[config.mk]
export PLATFORM = sky130hd
export DESIGN_NAME = sync_length_deframer
export DESIGN_NICKNAME = d
export VERILOG_FILES = /design/src/sld_pkg.sv /design/src/sync_length_deframer.sv /design/src/sld_parser.sv /design/src/sld_fifo.sv
export VERILOG_INCLUDE_DIRS = /design/src /design/src/src
export SDC_FILE = /design/constraint.sdc
export NUM_CORES = 1
export LEC_CHECK = 0
export BUFFER_PORTS_ARGS = -buffer_cell sky130_fd_sc_hd__clkbuf_2
export CAP_MARGIN = 15
export CORE_MARGIN = 10
export CORE_UTILIZATION = 35
export CTS_CLUSTER_DIAMETER = 50
export DETAILED_ROUTE_END_ITERATION = 8
export GPL_TIMING_DRIVEN = 0
export SLEW_MARGIN = 40
export SYNTH_ARGS = -nofsm -noshare
export SYNTH_HDL_FRONTEND = slang
export SYNTH_SLANG_ARGS = --single-unit
[constraint.sdc]
create_clock -name i_clk -period 16.2 [get_ports i_clk]
set_input_delay 4.86 -clock i_clk [delete_from_list [all_inputs] [get_ports i_clk]]
set_output_delay 4.86 -clock i_clk [all_outputs]
set_load 0.1 [all_outputs]
[src/assert_macros.svh]
// Shared assertion macros for the deframer RTL.
`ifndef ASSERT_MACROS_SVH
`define ASSERT_MACROS_SVH

// Check that a condition holds at every clock edge outside reset.
`define ASSERT_ALWAYS(label, clk, rst_n, cond) \
    label: assert property (@(posedge clk) disable iff (!rst_n) (cond)) \
        else $error("assertion failed");

// Check that a consequence holds at any edge where the antecedent holds.
`define ASSERT_IMPLIES(label, clk, rst_n, ante, cons) \
    label: assert property (@(posedge clk) disable iff (!rst_n) (ante) |-> (cons)) \
        else $error("assertion failed");

`endif

[src/sld_pkg.sv]
`timescale 1ns / 1ps

package sld_pkg;

    // Build limit on the payload length.
    localparam logic [15:0] MAX_PAYLOAD = 16'd512;

    // Parse phases.
    localparam logic [2:0] PH_SYNC1 = 3'd0;
    localparam logic [2:0] PH_SYNC2 = 3'd1;
    localparam logic [2:0] PH_LENH  = 3'd2;
    localparam logic [2:0] PH_LENL  = 3'd3;
    localparam logic [2:0] PH_DATA  = 3'd4;

    // Result kinds.
    localparam logic [1:0] KIND_TEXT    = 2'd0;
    localparam logic [1:0] KIND_PAYLOAD = 2'd1;
    localparam logic [1:0] KIND_ERROR   = 2'd2;

    // Configuration register indexes.
    localparam logic [1:0] CFG_SYNC_FIRST    = 2'd0;
    localparam logic [1:0] CFG_SYNC_SECOND   = 2'd1;
    localparam logic [1:0] CFG_PAYLOAD_LIMIT = 2'd2;

    // Reset values of the configuration registers.
    localparam logic [7:0]  SYNC_FIRST_RST    = 8'h94;
    localparam logic [7:0]  SYNC_SECOND_RST   = 8'hC3;
    localparam logic [15:0] PAYLOAD_LIMIT_RST = 16'd512;

    // Output queue geometry.
    localparam int FIFO_DEPTH = 4;
    localparam int PTR_W      = $clog2(FIFO_DEPTH);
    localparam int CNT_W      = $clog2(FIFO_DEPTH + 1);

    typedef struct packed {
        logic [7:0]  sync_first;
        logic [7:0]  sync_second;
        logic [15:0] payload_limit;
    } t_cfg;

    typedef struct packed {
        logic [1:0]  kind;
        logic [7:0]  data;
        logic        frame_done;
        logic [15:0] frame_length;
        logic        last_in_run;
        logic [31:0] good_frames;
        logic [31:0] bad_frames;
    } t_result;

    // Results produced by one accepted byte: cnt is 0, 1 or 2.
    typedef struct packed {
        logic [1:0] cnt;
        t_result    res1;
        t_result    res0;
    } t_emit;

endpackage

[src/sync_length_deframer.sv]
`timescale 1ns / 1ps

// Two-byte sync, length-prefixed serial deframer.
// Slave stream (s_axis_*): one received serial byte per transaction in tdata[7:0].
// Master stream (m_axis_*): result transactions; tuser carries the kind (text,
// payload, length error), tlast marks the last result caused by one input byte.
// Sync and valid length bytes give no result; a broken sync pair produces two.
// Configuration: write i_cfg_data to register i_cfg_index while i_cfg_we is
// high (0 first sync byte, 1 second sync byte, 2 payload limit); write only
// while the block is idle.
// Results are written into the result queue as their byte is accepted and are
// presented from its registers; the second result of a pair follows the first.
// Throughput: one byte per cycle while the queue has room for a pair of results.
// A four-entry result queue decouples the two sides; s_axis_tready drops
// when fewer than two entries are free, so a stalled receiver stalls input
// once three or four results are queued. Nothing is dropped.
// Reset (synchronous, active low) returns the parser to sync hunting, clears
// the frame counters, empties the queue and restores the register defaults.
module sync_length_deframer (
    input  logic        i_clk,
    input  logic        i_rst_n,
    // Configuration write port
    input  logic        i_cfg_we,
    input  logic [1:0]  i_cfg_index,
    input  logic [15:0] i_cfg_data,
    // Input byte stream
    input  logic        s_axis_tvalid,
    output logic        s_axis_tready,
    input  logic [7:0]  s_axis_tdata,   // [7:0] byte_in
    // Result stream
    output logic        m_axis_tvalid,
    input  logic        m_axis_tready,
    output logic [95:0] m_axis_tdata,   // [7:0] data, [8] frame_done,
                                        // [24:9] frame_length,
                                        // [56:25] good_frames,
                                        // [88:57] bad_frames, [95:89] zero
    output logic [1:0]  m_axis_tuser,   // [1:0] kind
    output logic        m_axis_tlast    // last_in_run
);

    sld_pkg::t_cfg    r_cfg;
    sld_pkg::t_emit   emit;
    sld_pkg::t_result res;
    logic             room;
    logic             in_accept;

    // Register writes; indexes beyond the list are ignored.
    always_ff @(posedge i_clk) begin
        if (!i_rst_n) begin
            r_cfg.sync_first    <= sld_pkg::SYNC_FIRST_RST;
            r_cfg.sync_second   <= sld_pkg::SYNC_SECOND_RST;
            r_cfg.payload_limit <= sld_pkg::PAYLOAD_LIMIT_RST;
        end else if (i_cfg_we) begin
            unique case (i_cfg_index)
                sld_pkg::CFG_SYNC_FIRST:    r_cfg.sync_first    <= i_cfg_data[7:0];
                sld_pkg::CFG_SYNC_SECOND:   r_cfg.sync_second   <= i_cfg_data[7:0];
                sld_pkg::CFG_PAYLOAD_LIMIT: r_cfg.payload_limit <= i_cfg_data;
                default: ;
            endcase
        end
    end

    // Accept a byte whenever the queue can absorb a full pair of results.
    assign s_axis_tready = room;
    assign in_accept     = s_axis_tvalid && room;

    sld_parser u_parser (
        .i_clk   (i_clk),
        .i_rst_n (i_rst_n),
        .i_cfg   (r_cfg),
        .i_valid (in_accept),
        .i_byte  (s_axis_tdata),
        .o_emit  (emit)
    );

    sld_fifo u_fifo (
        .i_clk    (i_clk),
        .i_rst_n  (i_rst_n),
        .i_emit   (emit),
        .o_room   (room),
        .o_valid  (m_axis_tvalid),
        .i_ready  (m_axis_tready),
        .o_result (res)
    );

    // Pack the result fields, lowest first.
    assign m_axis_tdata = {7'd0, res.bad_frames, res.good_frames, res.frame_length,
                           res.frame_done, res.data};
    assign m_axis_tuser = res.kind;
    assign m_axis_tlast = res.last_in_run;

endmodule

[src/sld_parser.sv]
`timescale 1ns / 1ps

module sld_parser (
    input  logic          i_clk,
    input  logic          i_rst_n,
    input  sld_pkg::t_cfg i_cfg,
    input  logic          i_valid,
    input  logic [7:0]    i_byte,
    output sld_pkg::t_emit o_emit
);

    logic [2:0]  r_phase, n_phase;
    logic [15:0] r_exp_len, n_exp_len;
    logic [15:0] r_rcv_cnt, n_rcv_cnt;
    logic [31:0] r_good, n_good;
    logic [31:0] r_bad, n_bad;
    logic [15:0] len;
    logic [15:0] rcv_inc;
    logic        done;
    sld_pkg::t_emit emit;

    always_comb begin
        n_phase   = r_phase;
        n_exp_len = r_exp_len;
        n_rcv_cnt = r_rcv_cnt;
        n_good    = r_good;
        n_bad     = r_bad;
        len       = {r_exp_len[15:8], i_byte};
        rcv_inc   = r_rcv_cnt + 16'd1;
        done      = (rcv_inc == r_exp_len);
        emit      = '0;

        unique case (r_phase)
            sld_pkg::PH_SYNC2: begin
                if (i_byte == i_cfg.sync_second) begin
                    n_phase = sld_pkg::PH_LENH;
                end else begin
                    // Broken pair: release the held sync byte, then this one.
                    n_phase                 = sld_pkg::PH_SYNC1;
                    emit.cnt                = 2'd2;
                    emit.res0.kind          = sld_pkg::KIND_TEXT;
                    emit.res0.data          = i_cfg.sync_first;
                    emit.res1.kind          = sld_pkg::KIND_TEXT;
                    emit.res1.data          = i_byte;
                    emit.res1.last_in_run   = 1'b1;
                end
            end
            sld_pkg::PH_LENH: begin
                n_exp_len = {i_byte, 8'h00};
                n_phase   = sld_pkg::PH_LENL;
            end
            sld_pkg::PH_LENL: begin
                n_rcv_cnt = '0;
                if (len == 16'd0 || len > sld_pkg::MAX_PAYLOAD ||
                    len > i_cfg.payload_limit) begin
                    n_bad                   = r_bad + 32'd1;
                    n_phase                 = sld_pkg::PH_SYNC1;
                    n_exp_len               = '0;
                    emit.cnt                = 2'd1;
                    emit.res0.kind          = sld_pkg::KIND_ERROR;
                    emit.res0.frame_length  = len;
                    emit.res0.last_in_run   = 1'b1;
                end else begin
                    n_exp_len = len;
                    n_phase   = sld_pkg::PH_DATA;
                end
            end
            sld_pkg::PH_DATA: begin
                n_rcv_cnt = rcv_inc;
                if (done) begin
                    n_good  = r_good + 32'd1;
                    n_phase = sld_pkg::PH_SYNC1;
                end
                emit.cnt                = 2'd1;
                emit.res0.kind          = sld_pkg::KIND_PAYLOAD;
                emit.res0.data          = i_byte;
                emit.res0.frame_done    = done;
                emit.res0.frame_length  = r_exp_len;
                emit.res0.last_in_run   = 1'b1;
            end
            default: begin
                if (i_byte == i_cfg.sync_first) begin
                    n_phase = sld_pkg::PH_SYNC2;
                end else begin
                    n_phase               = sld_pkg::PH_SYNC1;
                    emit.cnt              = 2'd1;
                    emit.res0.kind        = sld_pkg::KIND_TEXT;
                    emit.res0.data        = i_byte;
                    emit.res0.last_in_run = 1'b1;
                end
            end
        endcase

        emit.res0.good_frames = n_good;
        emit.res0.bad_frames  = n_bad;
        emit.res1.good_frames = n_good;
        emit.res1.bad_frames  = n_bad;
        if (!i_valid) begin
            emit.cnt = 2'd0;
        end
    end

    always_ff @(posedge i_clk) begin
        if (!i_rst_n) begin
            r_phase   <= sld_pkg::PH_SYNC1;
            r_exp_len <= '0;
            r_rcv_cnt <= '0;
            r_good    <= '0;
            r_bad     <= '0;
        end else if (i_valid) begin
            r_phase   <= n_phase;
            r_exp_len <= n_exp_len;
            r_rcv_cnt <= n_rcv_cnt;
            r_good    <= n_good;
            r_bad     <= n_bad;
        end
    end

    assign o_emit = emit;

`include "assert_macros.svh"

    `ASSERT_ALWAYS(a_phase_reachable, i_clk, i_rst_n, r_phase <= sld_pkg::PH_DATA)
    `ASSERT_IMPLIES(a_count_in_frame, i_clk, i_rst_n, r_phase == sld_pkg::PH_DATA, r_rcv_cnt < r_exp_len)
    `ASSERT_IMPLIES(a_pair_only_broken_sync, i_clk, i_rst_n, emit.cnt == 2'd2, r_phase == sld_pkg::PH_SYNC2 && i_valid)

endmodule

[src/sld_fifo.sv]
`timescale 1ns / 1ps

module sld_fifo (
    input  logic              i_clk,
    input  logic              i_rst_n,
    input  sld_pkg::t_emit    i_emit,
    output logic              o_room,
    output logic              o_valid,
    input  logic              i_ready,
    output sld_pkg::t_result  o_result
);

    sld_pkg::t_result r_mem [sld_pkg::FIFO_DEPTH];
    logic [sld_pkg::PTR_W-1:0] r_wr_ptr;
    logic [sld_pkg::PTR_W-1:0] r_rd_ptr;
    logic [sld_pkg::CNT_W-1:0] r_count;
    logic [sld_pkg::PTR_W-1:0] wr_ptr1;
    logic                      pop;

    assign wr_ptr1 = r_wr_ptr + sld_pkg::PTR_W'(1);
    assign pop     = o_valid && i_ready;
    assign o_valid = (r_count != '0);
    // Keep space for a full pair of results.
    assign o_room  = (r_count <= sld_pkg::CNT_W'(sld_pkg::FIFO_DEPTH - 2));
    assign o_result = r_mem[r_rd_ptr];

    always_ff @(posedge i_clk) begin
        if (i_emit.cnt != 2'd0) begin
            r_mem[r_wr_ptr] <= i_emit.res0;
        end
        if (i_emit.cnt == 2'd2) begin
            r_mem[wr_ptr1] <= i_emit.res1;
        end
    end

    always_ff @(posedge i_clk) begin
        if (!i_rst_n) begin
            r_wr_ptr <= '0;
            r_rd_ptr <= '0;
            r_count  <= '0;
        end else begin
            r_wr_ptr <= r_wr_ptr + sld_pkg::PTR_W'(i_emit.cnt);
            r_rd_ptr <= r_rd_ptr + sld_pkg::PTR_W'(pop);
            r_count  <= r_count + sld_pkg::CNT_W'(i_emit.cnt) - sld_pkg::CNT_W'(pop);
        end
    end

`include "assert_macros.svh"

    `ASSERT_ALWAYS(a_count_bound, i_clk, i_rst_n, r_count <= sld_pkg::CNT_W'(sld_pkg::FIFO_DEPTH))
    `ASSERT_IMPLIES(a_push_has_room, i_clk, i_rst_n, i_emit.cnt != 2'd0, o_room)
    `ASSERT_IMPLIES(a_ptr_gap, i_clk, i_rst_n, r_count != sld_pkg::CNT_W'(sld_pkg::FIFO_DEPTH),
                    r_wr_ptr - r_rd_ptr == sld_pkg::PTR_W'(r_count))

endmodule
==> results.md <==
- Site row count: 96
- Final Cell Area: ~28,000 um2
- Reg2Reg Setup Slack: around 11,000 ps
- Fillers: roughly 6,600
- Die Width: ~280 um
- Post-DP HPWL: roughly 52,000 um
- CTS tree: yes
- Post-Syn Area: 24,100 um2
- Area fraction of the dominant cell type after synthesis: 0.364
- Area leader, netlist: edfxtp_1
- Final WL: around 75,000 um
- Synth cell types: slightly below 80
- 1st-pass router iterations: 5
- Post-place instance area: 26,100 um2
- Slew @ Worst Pin: 847 ps
- Grt total ovfl: 0
- Post-synthesis sequential area ratio: 0.542
- TritonCTS buffer count: 61
- Most frequent cells after synthesis: nor2_1, edfxtp_1, dfxtp_1, a21oi_1, clkbuf_1
- DRC Markers: 0
- ANT cells: 0
- Worst setup path class: in2reg
- Core ar.: between 60,000 and 70,000 um2
- Mapped Avg Cell Area: roughly 11 um2
- Final worst-path cycle share: 0.548
- Tot GR Track Use: 0.186
- Hold_sp: r_cfg[10]$_SDFFE_PN0P_
- Fin. max-slew vios: 0
- Ports: between 100 and 150
- WP data required: 16,520 ps
- # H-tree levels: 2
- PwrDens: approximately 160 nW/um2
- Outcome: complete, no violations
- Final setup fails: 0
- Clk root buf: clkbuf_16
- Synth top area cells: edfxtp_1, dfxtp_1, mux4_2
- Post-CTS Setup Bufs: 0
- Highest Clock Rate: about 0.11 GHz
- Post-CTS sizing: 0
- Most frequently used flop master after synthesis: edfxtp_1
- RSZ-0062 raised after global routing: false
- Top-count cell post-synth: nor2_1
- CTS Sinks: about 510
- Critical path peak fanout: between 40 and 50
- Reg2reg start: u_parser.r_exp_len[8]$_SDFFE_PN0P_
- Final setup skew: between 30 and 40 ps
- Nets@finish: between 2,000 and 2,500
- Vias/cell: ~5.7
- Die height: between 200 and 300 um
- Post-CTS Hold Buffers: 0
- Vias in the first global route: roughly 18,000
- First-pass GRT wire length: approximately 110,000 um
- Hold Vio Cnt, Final: 0
- Clk_lat worst skew: around 630 ps
- Final TNS setup: 0 ps
- Hold Crit Class: reg2reg
- Routed vias: approximately 19,000
- Max cap viols: 0
- Syn Inst Count: ~2,200
- Synthesized flop and latch total: 506
- Die area: between 70,000 and 80,000 um2
- Layout cells sized above 1: 0.162
- Worst Reg2Reg Path Length in Cells: 11
- DRC violation total after the first TritonRoute iteration: ~1,800
- WL/cell: between 20 and 25 um
- Leak: between 0.009 and 0.01 uW
- Max_slew headroom: 0.435
- FFs w/ async S/R, synth: 0
- Max VDD drop: between 0.1 and 0.15 mV
- Crit end category: flop
- Antenna viol nets, final: 0
- Placer Congestion: 0.907
- YS warnings: 0
- Arr. time, crit path: around 9200 ps
- Final min period: between 8000 and 9000 ps
- Largest net degree at the start of global routing: 50
- Critical path startpoint category: primary input
- Longest Clk Path Bufs: 3
- Initial Util: 0.352
- Port-buffer cells: 124
- Post-synth EDFFs: 292
- Initial antenna violation count: 1
- Hold Path Sink: r_cfg[10]$_SDFFE_PN0P_
- Synth-to-layout area growth: 16.7%
- Min-Delay Path Depth: 2
- Clk pin slew, worst setup/hold paths: 50 ps
- Worst R2R End: u_fifo.r_mem[1][19]$_DFFE_PP_
-- report_power, final --
part	switching (uW)	internal (uW)	total, uW
sequential	45.2	1520	1560
combinational	1300	335	1640
clock	555	794	1350
-- area by class of cell --
type,instances,area (um2),area share
sequential,506,13100,0.464
multi-input combinational,1428,10300,0.365
clock buffer,84,1770,0.0629
tap,882,1100,0.0392
timing repair buffer,132,769,0.0274
buffer,182,759,0.0270
clock inverter,29,224,0.00796
inverter,41,181,0.00645
-- metrics by stage --
| stage | std cells | total power [uW] | hold WS, ps | setup slack, ps | util |
|---|---|---|---|---|---|
| after floorplan | 2157 | 2850 | 436 | 7590 | - |
| after global placement | 3163 | 3220 | 447 | 3720 | 0.378 |
| after detailed placement | 3170 | 3240 | 449 | 6730 | 0.382 |
| after CTS | 3283 | 4590 | 457 | 7400 | 0.411 |
| after global routing | 3284 | 4700 | 480 | 7170 | 0.411 |
| final | 3284 | 4550 | 454 | 7320 | 0.411 |
-- state kept, by name (all words and copies together), names as in the netlist --
| register | flops |
|---|---|
| u_fifo.r_mem | 368 |
| r_cfg | 32 |
| u_parser.r_bad | 32 |
| u_parser.r_good | 32 |
| u_parser.r_exp_len | 16 |
| u_parser.r_rcv_cnt | 16 |
| u_fifo.r_count | 3 |
| u_parser.r_phase | 3 |
| u_fifo.r_rd_ptr | 2 |
| u_fifo.r_wr_ptr | 2 |
-- cell families (layout without fill, tap and decap cells) --
kind of cell,Yosys count,count (layout),synth area share
and+or+nand+nor,722,722,0.144
DFF,506,506,0.542
AOI/OAI and AO/OA,456,456,0.129
buffers and inverters,223,468,0.0371
muxes,131,131,0.102
xor gates and xnor gates,89,89,0.0329
adders and majority gates,23,23,0.0123
other,1,7,0.000156
-- layer usage --
| metal | vias up | wire length (um) | track usage |
|---|---|---|---|
| li1 | 8507 | - | - |
| met1 | 9319 | 31800 | 0.246 |
| met2 | 800 | 35900 | 0.305 |
| met3 | 147 | 5470 | 0.0307 |
| met4 | 2 | 2290 | 0.0618 |
| met5 | - | 13 | 0 |
-- worst max path at each step --
stage                    startpoint                       endpoint  slack [ps]  cells after the start
global route        s_axis_tdata[3]  u_fifo.r_mem[1][19]$_DFFE_PP_        7170                     12
finish              s_axis_tdata[3]  u_fifo.r_mem[1][19]$_DFFE_PP_        7320                     12
detailed placement  s_axis_tdata[3]  u_fifo.r_mem[1][19]$_DFFE_PP_        6730                     12
CTS                 s_axis_tdata[3]  u_fifo.r_mem[1][19]$_DFFE_PP_        7400                     12
global placement    s_axis_tdata[0]  u_fifo.r_mem[0][35]$_DFFE_PP_        3720                     12
floorplan           s_axis_tdata[1]   u_fifo.r_mem[1][0]$_DFFE_PP_        7590                      9
-- cells in the final DEF (no fill, tap or decap), types with 7 or more instances in the layout --
cell	instances
nor2_1	294
edfxtp_1	292
dfxtp_1	214
a21oi_1	160
clkbuf_1	139
nand2_1	133
clkbuf_2	132
mux4_2	92
xnor2_1	67
clkbuf_16	64
nor4_1	42
nand3_1	41
o21ai_0	40
a22o_1	40
or3_1	39
a211oi_1	39
mux2i_1	38
inv_1	36
a32o_1	34
or4_1	34
nor3_1	28
o31ai_1	27
buf_2	24
nand4_1	22
ha_1	22
xor2_1	21
nand2b_1	21
a22oi_1	19
o211ai_1	17
and2_1	17
o21bai_1	17
a2111oi_0	14
buf_1	13
clkinv_1	12
and3_1	12
clkbuf_8	9
buf_4	8
conb_1	7
-- critical path: stages --
cell and delay [ps]:
clkbuf_2 120, clkbuf_1 540, nor3_1 160, and4_1 270, or3_1 390, clkbuf_1 220
a221oi_1 370, o21ai_1 330, a21oi_2 730, clkbuf_1 580, inv_6 260, buf_16 280
(Power assumes the default switching activity.)
